File: config.mk
export PLATFORM = sky130hd
export DESIGN_NAME = tst_ctrl
export DESIGN_NICKNAME = d
export VERILOG_FILES = /design/src/rtl/tst_pkg.sv /design/src/rtl/tst_ctrl.sv
export SDC_FILE = /design/constraint.sdc
export NUM_CORES = 1
export LEC_CHECK = 0
export ABC_AREA = 1
export BUFFER_PORTS_ARGS = -buffer_cell sky130_fd_sc_hd__buf_2
export CAP_MARGIN = 30
export CORE_AREA = 5 5 42 44
export DETAILED_ROUTE_END_ITERATION = 6
export DIE_AREA = 0 0 47 49
export HOLD_SLACK_MARGIN = 0.08
export PLACE_DENSITY = 0.68
export RECOVER_POWER = 50
export REMOVE_ABC_BUFFERS = 1
export SYNTH_ARGS = -nofsm -noshare
export SYNTH_HDL_FRONTEND = slang
export SYNTH_SLANG_ARGS = --single-unit
File: constraint.sdc
create_clock -name clk -period 1.9 [get_ports clk]
set_input_delay 0.285 -clock clk [delete_from_list [all_inputs] [get_ports clk]]
set_output_delay 0.285 -clock clk [all_outputs]
set_load 0.01 [all_outputs]
File: src/rtl/tst_pkg.sv
// Package for the topic subscription table: sizes, codes, payload structs,
// state encoding and controller/datapath command and status structs.
// No dependencies.
package tst_pkg;

  localparam int TOPIC_SLOTS = 8;
  localparam int PUB_DEPTH   = 8;
  localparam int SUB_DEPTH   = 16;
  localparam int NAME_BYTES  = 8;

  localparam int SLOT_W  = $clog2(TOPIC_SLOTS);
  localparam int PUB_W   = $clog2(PUB_DEPTH);
  localparam int SUB_W   = $clog2(SUB_DEPTH);
  localparam int PCNT_W  = $clog2(PUB_DEPTH + 1);
  localparam int SCNT_W  = $clog2(SUB_DEPTH + 1);
  localparam int SCAN_W  = $clog2(TOPIC_SLOTS + 1);
  localparam int PADDR_W = $clog2(TOPIC_SLOTS * PUB_DEPTH);
  localparam int SADDR_W = $clog2(TOPIC_SLOTS * SUB_DEPTH);
  localparam int ENT_W   = 48;

  typedef enum logic [2:0] {
    MODE_ADD_SUB = 3'd0,
    MODE_ADD_PUB = 3'd1,
    MODE_REM_SUB = 3'd2,
    MODE_REM_PUB = 3'd3,
    MODE_NEW     = 3'd4,
    MODE_DROP    = 3'd5
  } mode_t;

  typedef enum logic [2:0] {
    ST_OK        = 3'd0,
    ST_NOTOPIC   = 3'd1,
    ST_EXISTS    = 3'd2,
    ST_TABLEFULL = 3'd3,
    ST_LISTFULL  = 3'd4,
    ST_NOID      = 3'd5
  } status_t;

  typedef struct packed {
    logic [2:0]  mode;
    logic [63:0] name_bytes;
    logic [15:0] handle;
    logic [31:0] client_id;
  } in_item_t;

  typedef struct packed {
    logic [2:0]  status;
    logic [31:0] assigned_id;
    logic [2:0]  topic_slot;
    logic        released_valid;
    logic [15:0] released_handle;
    logic        topic_removed;
    logic        last;
  } out_item_t;

  typedef enum logic [3:0] {
    S_IDLE,
    S_SCAN,
    S_DECIDE,
    S_FIND_RD,
    S_FIND_CHK,
    S_MOVE_RD,
    S_MOVE_WR,
    S_REM_END,
    S_DROP_RD,
    S_DROP_OUT,
    S_EMIT
  } state_t;

  // Controller to datapath commands.
  typedef struct packed {
    logic load;       // capture the input item
    logic scan_clr;   // restart the slot scan
    logic scan_step;  // examine one slot
    logic decide;     // settle add/new/remove action, stage a single result
    logic idx_clr;    // clear list index
    logic idx_inc;    // advance list index
    logic rd_issue;   // read entry at index (index+1 when move)
    logic id_chk;     // compare the read entry with the client id
    logic move;       // read the following entry for compaction
    logic move_wr;    // write moved entry at index
    logic rem_end;    // finish a client removal
    logic drop_out;   // stage a release result from the read entry
    logic drop_empty; // stage the single result of an empty drop
    logic out_load;   // make the staged result visible
  } cmd_t;

  // Datapath to controller status.
  typedef struct packed {
    logic scan_done;
    logic remove_mode;
    logic drop_mode;
    logic topic_found;
    logic idx_at_end;   // index reached list count
    logic move_at_end;  // index+1 reached list count
    logic id_match;
    logic drop_empty;
    logic drop_at_end;  // drop walk consumed all entries
    logic out_busy;
    logic ignore;
  } stat_t;

endpackage

File: src/rtl/tst_ctrl.sv
// Controller state machine for the topic subscription table.
// Depends on tst_pkg.
module tst_ctrl import tst_pkg::*; (
  input  logic  clk,
  input  logic  rst_n,
  input  logic  in_valid,
  output logic  in_ready,
  input  stat_t st,
  output cmd_t  cmd
);

  state_t state_r, state_nxt;

  always_ff @(posedge clk) begin
    if (!rst_n) begin
      state_r <= S_IDLE;
    end else begin
      state_r <= state_nxt;
    end
  end

  always_comb begin
    state_nxt = state_r;
    unique case (state_r)
      S_IDLE:     if (in_valid) state_nxt = S_SCAN;
      S_SCAN:     if (st.scan_done) state_nxt = S_DECIDE;
      S_DECIDE: begin
        if (st.ignore) state_nxt = S_IDLE;
        else if (st.remove_mode && st.topic_found) state_nxt = S_FIND_RD;
        else if (st.drop_mode && st.topic_found) begin
          if (st.drop_empty) state_nxt = S_EMIT;
          else state_nxt = S_DROP_RD;
        end else state_nxt = S_EMIT;
      end
      S_FIND_RD: begin
        if (st.idx_at_end) state_nxt = S_REM_END;
        else state_nxt = S_FIND_CHK;
      end
      S_FIND_CHK: begin
        if (st.id_match) state_nxt = S_MOVE_RD;
        else state_nxt = S_FIND_RD;
      end
      S_MOVE_RD: begin
        if (st.move_at_end) state_nxt = S_REM_END;
        else state_nxt = S_MOVE_WR;
      end
      S_MOVE_WR:  state_nxt = S_MOVE_RD;
      S_REM_END:  state_nxt = S_EMIT;
      S_DROP_RD: begin
        if (!st.out_busy) state_nxt = S_DROP_OUT;
      end
      S_DROP_OUT: state_nxt = st.drop_at_end ? S_EMIT : S_DROP_RD;
      S_EMIT:     if (!st.out_busy) state_nxt = S_IDLE;
      default:    state_nxt = S_IDLE;
    endcase
  end

  always_comb begin
    cmd      = '0;
    in_ready = 1'b0;
    unique case (state_r)
      S_IDLE: begin
        in_ready     = 1'b1;
        cmd.load     = in_valid;
        cmd.scan_clr = in_valid;
      end
      S_SCAN:     cmd.scan_step = 1'b1;
      S_DECIDE: begin
        cmd.decide     = 1'b1;
        cmd.idx_clr    = 1'b1;
        cmd.drop_empty = st.drop_mode && st.topic_found && st.drop_empty;
      end
      S_FIND_RD:  cmd.rd_issue = !st.idx_at_end;
      S_FIND_CHK: begin
        cmd.id_chk  = 1'b1;
        cmd.idx_inc = !st.id_match;
      end
      S_MOVE_RD: begin
        cmd.rd_issue = !st.move_at_end;
        cmd.move     = 1'b1;
      end
      S_MOVE_WR: begin
        cmd.move_wr = 1'b1;
        cmd.idx_inc = 1'b1;
      end
      S_REM_END:  cmd.rem_end = 1'b1;
      S_DROP_RD:  cmd.rd_issue = !st.out_busy;
      S_DROP_OUT: begin
        cmd.drop_out = 1'b1;
        cmd.idx_inc  = 1'b1;
        cmd.out_load = !st.drop_at_end;
      end
      S_EMIT:     cmd.out_load = !st.out_busy;
      default:    cmd = '0;
    endcase
  end

endmodule

# --- Word-level counts from Yosys, hierarchy flattened ---
# Cells that the tools add are included.
classes:
  order_cmp: 0
  n_div: 0
  bitwise: 0
  muxes: 26
  eq_ne: 14
  mul: 0
  reduce_logical: 11
  n_shift: 0
  addsub: 0
ops:
  columns: ["op", "count"]
  rows:
  - ["case mux 4 bit (11 select lines)", 1]
  - ["2-to-1 mux 4 bit", 7]
  - ["equality test 4 x 3 -> 1 bit (second input constant)", 4]
  - ["equality test 4 bit (second input constant)", 3]
  - ["2-to-1 mux 2 bit", 5]
  - ["2-to-1 mux 1 bit", 9]
  - ["equality test 4 x 2 -> 1 bit (second input constant)", 2]
  - ["inequality test 2 bit (second input constant)", 4]
  - ["zero test 1 bit", 5]
  - ["equality test 4 x 1 -> 1 bit (second input constant)", 1]
  - ["zero test 4 bit", 1]
  - ["case mux 1 bit (2 select lines)", 2]
  - ["AND reduction 4 bit", 1]
  - ["logical AND 1 bit", 3]
  - ["2-to-1 mux 3 bit", 1]
  - ["case mux 1 bit (3 select lines)", 1]
  - ["OR reduction 2 bit", 1]
totals:
  latchBits: 0
  ff_bits: 4
  inputBits: 14
  out_inout_bits: 15
  mem_bits_ro: 0
  memories: 0
  ramBits: 0

# --- Logic depth before layout (Yosys ltp) ---
# Gate-level depths: netlist of the first run.
depth:
  word_depth: 5
  depth_mapped: 9
  ltp_nobuf: 8

# --- Worst setup path after synthesis of the first run ---
# Ideal clock, no wire load.
synth_timing:
  path_kind: "register -> output"
  from: "reg state_r[3]"
  to: "out cmd[0] (netlist name)"
  required_ns: 1.615
  arrival_time_ns: 1.189
  path_buffers: 0
  setup_slack_ns: 0.426
  path_stages_with_launch: 7
  cell_sequence: "dfxtp_1 -> inv_1 -> nor2_1 -> inv_1 -> nor2_1 -> inv_1 -> o32ai_1"
synth_rtl:
  columns: ["element", "line", "text"]
  rows:
  - ["start, declared", "tst_ctrl.sv:12", "state_t state_r, state_nxt;"]
  - ["start signal, assigned", "tst_ctrl.sv:18", "state_r <= state_nxt;"]
  - ["end, declared", "tst_ctrl.sv:9", "output cmd_t cmd"]

==> results.toml, run 1 <==
[status]
status = "finished clean"

[setup_path]
required_ns = 1.62
regToRegSetupSlack_ns = 0.47
r2r-end = "state_r[0]"
reg2reg_from = "state_r[2]"
start_kind = "flop"
crit_arrival_ns = 1.43
critPathMostFrequentCell = "nand2_1"
crit_chain = "inv_2, nor2_1, nand2_1, inv_1, nand2_1, o221ai_1, buf_2"
crit_buf_inv = 3
crit_family = "flip-flops"
cp.depth = 7
r2r_cells = 8
crit_slowest_cell = "dfxtp_1"
crit_fanout = 8
worstSetupPathType = "flop to output pin"
cp_slowest_stage_delay_ns = 0.46
crit_path_end_kind = "output pin"

[global_routing]
grt_usage_pct = 12.7
grt_max_degree = 10
grt_pass1_wl_um = 2160
grt_remaining_overflow = 0
antenna_found_initial = 0
grt_pass1_vias = 552

[floorplan]
coreArea_um2 = 1400
start_util_pct = 33.6
die_area_um2 = 2300
ios = 29
rows = 14
die_width_um = 47
die_height_um = 49

[power]
pwr-share-clk_pct = 19.5
comb_power_share_pct = 55.0
power.internal_uw = 273
power_density_nw_per_um2 = 848
vdd_ir_drop_max_uv = 435
cellLeakagePower_uw = 0.000389
p_sw_share_pct = 48.0
power_uw = 524
seqPwrFrac_pct = 25.5
p_sw_uw = 252

[detailed_routing]
via_per_inst = 4.77
first_iter_violations = 26
dr_total_vias = 644
route.detailed.drc = 0
avgRoutedWirePerCell_um = 10.5
ant_nets = 0
wirelength_um = 1420
drt-pass1-iter-count = 4

[synthesis]
synth.top_cell.area_share_pct = 17.6
yosysWarnings = 0
synth.distinct_cells = 16
ys_seq_area_share_pct = 17.0
ys.flop_type = "dfxtp_1"
synth_common_cells = "nand2_1 (22), inv_1 (18), nor2_1 (14), nand3_1 (10)"
syn_inst = 91
yosys-top-cells-area = "nand2_1 (18%), dfxtp_1 (17%), inv_1 (14%)"
synth_edf_count = 0
syn_avg_cell_area_um2 = 5.17
post-synth-top-count-cell = "nand2_1"
ys_seq_elements = 4
synthArstFlopShare_pct = 0
synth_top_area_cell = "nand2_1"
syn-cell-area_um2 = 470

[clocking]
cts_setup_buffers = 0
cts_sinks = 4
clk_latency_ns = 0.23
numCtsBuffers = 3
clkTransAtPathRegs_ns = 0.04
cts_tree = "yes"
postCtsHoldBufs = 0
clockRootBuffer = "clkbuf_4"
cts_resized = 0
htree_num_levels = 1
clock_path_buffers = 2

[cells_and_area]
layout.nets = 135
drive_above_1_share_pct = 24.4
largestRegisters = "state_r: 4 flops"
fin_util_pct = 44.1
nFillCells = 171
syn_to_final_growth_pct = 31.4
largest_register_ffs = 4
multi_input_area_um2 = 278
largest_register = "state_r"
instances_no_fill = 135
ff_latch_area_um2 = 80.1
antenna_cells = 0

[sta]
tns_ns = 0
max_freq_mhz = 582
grt_setup_unrepaired = "false"
worstMarginPinSlew_ns = 0.368
finalHoldViolCount = 0
slew_violations = 0
skew_ns = 0.00471
period_minus_slack_ns = 1.72
slew_headroom_pct = 75.4
finalCritPeriodShare_pct = 90.5
finalSetupViolations = 0
hold_slack_ns = 0.335

[placed_design]
placedCellCount = 132
gp_congestion = 0.855
dpl.hpwl_um = 1210
port_buffers = 28

[hold_path]
hold_path.class = "input port to flop"
whs_path_depth = 4
hold_start = "st[10]"
min_to = "state_r[0]"

[run]
drv_cap = 0
## metrics by stage
| stage | instance area, um^2 | setup slack, ns |
|---|---|---|
| after floorplan | 440 | 0.426 |
| after global placement | 608 | 0.474 |
| after detailed placement | 608 | 0.455 |
| after CTS | 631 | 0.192 |
| after global routing | 618 | 0.00384 |
| final | 618 | 0.181 |
## layout make-up
cell class,count,share of cell area [%]
clock buffer,3,3.64
inverter,20,12.1
multi-input combinational,63,44.9
sequential,4,13.0
tap,16,3.24
timing repair buffer,29,23.1
## power by group through the flow
stage	clock network [uW]	logic (uW)	registers, uW
2_1_floorplan	0	198	127
3_3_place_gp	0	300	134
3_5_place_dp	0	300	134
4_1_cts	107	302	133
5_1_grt	111	330	137
6_report	102	288	134
## logic make-up (layout without fill, tap and decap cells)
family	count (synthesis)	after routing	share of synthesized area, %
AND/OR/NAND/NOR	52	52	47.1
buffers and inverters	24	52	22.3
AO/OA/AOI/OAI	11	11	13.6
flip-flops	4	4	17.0
## worst reg2reg max path, delay by kind of cell (launching register included)
kind            cells  cell delay [ns]
buf+inv             1             0.13
compound gates      2             0.16
flops               1             0.33
simple gates        5             0.70
## metal layers
layer / track usage (%) / part of all wire, %
met4: 8.29 / 0.99
met3: 1.11 / 10
met1: 16.2 / 42
met2: 19.5 / 46
met5: 0 / 0
## worst max-delay path by stage
stage / endpoint / from
floorplan: cmd[0] / state_r[3]
finish: cmd[7] / state_r[0]
global route: cmd[7] / state_r[0]
global placement: cmd[7] / state_r[0]
detailed placement: cmd[7] / state_r[0]
CTS: cmd[7] / state_r[0]
## layout by cell type (no fill, tap or decap)
| master | Yosys | layout |
|---|---|---|
| buf_2 | 0 | 24 |
| nand2_1 | 22 | 22 |
| inv_1 | 18 | 19 |
| nor2_1 | 14 | 17 |
| nand3_1 | 10 | 10 |
| o21ai_0 | 4 | 4 |
| a21oi_1 | 4 | 4 |
| clkbuf_1 | 0 | 4 |
| dfxtp_1 | 4 | 4 |
| clkbuf_4 | 0 | 3 |
| inv_2 | 2 | 1 |
| nor3_1 | 1 | 1 |
| o32ai_1 | 1 | 1 |
| o221ai_1 | 1 | 1 |
| nor4_1 | 1 | 1 |
| nand4_1 | 1 | 1 |
| a31oi_1 | 1 | 1 |
| buf_4 | 4 | 1 |
No activity file was read; power rests on OpenSTA's default activity.
==> inputs of run 2 (changes only) <==
--- a/config.mk
+++ b/config.mk
@@ -8,11 +8,11 @@
 export ABC_AREA = 1
 export BUFFER_PORTS_ARGS = -buffer_cell sky130_fd_sc_hd__buf_2
 export CAP_MARGIN = 30
-export CORE_AREA = 5 5 42 44
+export CORE_MARGIN = 5
+export CORE_UTILIZATION = 36
 export DETAILED_ROUTE_END_ITERATION = 6
-export DIE_AREA = 0 0 47 49
 export HOLD_SLACK_MARGIN = 0.08
-export PLACE_DENSITY = 0.68
+export PLACE_DENSITY = 0.72
 export RECOVER_POWER = 50
 export REMOVE_ABC_BUFFERS = 1
 export SYNTH_ARGS = -nofsm -noshare
==> constraint.sdc (replaced) <==
create_clock -name clk -period 1.4 [get_ports clk]
set_input_delay 0.21 -clock clk [delete_from_list [all_inputs] [get_ports clk]]
set_output_delay 0.21 -clock clk [all_outputs]
set_load 0.01 [all_outputs]
==> results.toml, run 2 (synthesis gave the netlist of run 1 again) <==
[status]
status = "finished with violations"
violations = "setup timing"

[detailed_routing]
dr_total_vias = 677
via_per_inst = 4.98
route.detailed.drc = 0
ant_nets = 0
first_iter_violations = 7
wirelength_um = 1550
avgRoutedWirePerCell_um = 11.4
drt-pass1-iter-count = 4

[floorplan]
die_width_um = 46.2
rows = 13
coreArea_um2 = 1270
die_area_um2 = 2130
die_height_um = 46.2
start_util_pct = 37.1
ios = 29

[cells_and_area]
nFillCells = 133
antenna_cells = 0
largest_register = "state_r"
ff_latch_area_um2 = 95.1
stdcell_area_um2 = 757
instances_no_fill = 136
multi_input_area_um2 = 374
layout.nets = 137
syn_to_final_growth_pct = 60.9
largest_register_ffs = 4
mostFrequentLayoutCells = "buf_2 (26), nand2_1 (18), inv_1 (13)"
layout.cells.most_common = "buf_2"
drive_above_1_share_pct = 49.6
largestRegisters = "state_r: 4 flops"

[hold_path]
hold_path.class = "input port to flop"

[sta]
grt_setup_unrepaired = "true"
max_freq_mhz = 694
hold_slack_ns = 0.248
slew_violations = 0
worstMarginPinSlew_ns = 0.244
setup_ws_ns = -0.0402
period_minus_slack_ns = 1.44
tns_ns = -0.0901
slew_headroom_pct = 83.6
skew_ns = 0.00476
finalHoldViolCount = 0
finalSetupViolations = 3
finalCritPeriodShare_pct = 103

[global_routing]
grt_max_degree = 10
grt_pass1_wl_um = 2270
grt.busiest_layer = "met2"
antenna_found_initial = 0
grt_use_met3_pct = 1.95
met2_usage_pct = 26.4
grt_pass1_vias = 579
grt_remaining_overflow = 0
grtUsageMet1_pct = 16.6
grt_usage_pct = 14.4

[power]
power.internal_uw = 437
seqPwrFrac_pct = 25.5
comb_power_share_pct = 58.3
pwr-share-clk_pct = 16.2
p_sw_share_pct = 49.8
p_sw_uw = 434
vdd_ir_drop_max_uv = 878
cellLeakagePower_uw = 0.000423
power_density_nw_per_um2 = 1150

[setup_path]
cp_slowest_stage_delay_ns = 0.38
start_kind = "flop"
crit_arrival_ns = 1.23
crit_path_end_kind = "output pin"
crit_chain = "inv_4, nor2_4, buf_6, nand2_1, o221ai_1, buf_2"
worstSetupPathType = "flop to output pin"
required_ns = 1.19
crit_fanout = 5
crit_slowest_cell = "dfxtp_4"

[placed_design]
placedCellCount = 131
place_area_um2 = 607
gp_congestion = 0.891
port_buffers = 28
dpl.hpwl_um = 1170

[clocking]
htree_num_levels = 1
numCtsBuffers = 3
clockRootBuffer = "clkbuf_4"
clk_latency_ns = 0.23
cts_tree = "yes"
clkTransAtPathRegs_ns = 0.04
cts_sinks = 4
clock_path_buffers = 2

[run]
drv_cap = 0
run 2: cell count changes in the layout (fill, tap and decap cells not counted), moves of 4 or more:
cell,previous run,this run
nor2_1,17,6
nor2_4,0,8
inv_1,19,13
dfxtp_1,4,0
dfxtp_4,0,4
nand2_1,22,18
run 2: final cells by class:
cell class	instances	area share (%)
multi-input combinational	63	49.4
timing repair buffer	31	21.7
sequential	4	12.6
inverter	20	10.9
clock buffer	3	2.98
tap	15	2.48
run 2: final timing paths:
kind | start | to | slack [ns] | cells after the start
setup / recovery | state_r[3] | cmd[7] | -0.04 | 6
hold / removal | st[10] | state_r[0] | 0.25 | 4
setup reg to reg | state_r[3] | state_r[1] | 0.18 | 8
hold reg to reg | state_r[0] | state_r[1] | 0.63 | 3
run 2: repair_timing:
item                                    in CTS  in global routing
hold buffers                                 0                  0
gates resized for setup                     18                 22
endpoints found under the setup margin      12                 13
setup buffers                                0                  2
pin swaps                                    2                  2
run 2: worst max-delay path: cells and delay by family (launching register included):
kind	cells	cell delay [ns]
flip-flops	1	0.38
buffers and inverters	3	0.32
AO/OA/AOI/OAI	1	0.16
AND/OR/NAND/NOR	2	0.14
run 2: per-layer routing:
| metal | vias up | wire length [um] |
|---|---|---|
| li1 | 347 | - |
| met1 | 299 | 614 |
| met2 | 29 | 794 |
| met3 | 2 | 125 |
| met4 | 0 | 12 |
| met5 | - | 0 |
run 2: power groups by stage:
stage | Combinational [uW] | Sequential, uW | Clock (uW)
3_3_place_gp | 405 | 178 | 0
5_1_grt | 567 | 227 | 156
3_5_place_dp | 402 | 181 | 0
4_1_cts | 422 | 188 | 143
6_report | 508 | 222 | 141
2_1_floorplan | 268 | 173 | 0
run 2: per-stage QoR:
stage	power (uW)	worst slack, ns	utilization, %
after floorplan	441	0.000589	-
after global placement	583	0.0750	47.8
after detailed placement	583	0.0452	47.8
after CTS	754	-0.0727	53.5
after global routing	950	-0.110	59.7
final	872	-0.0402	59.7
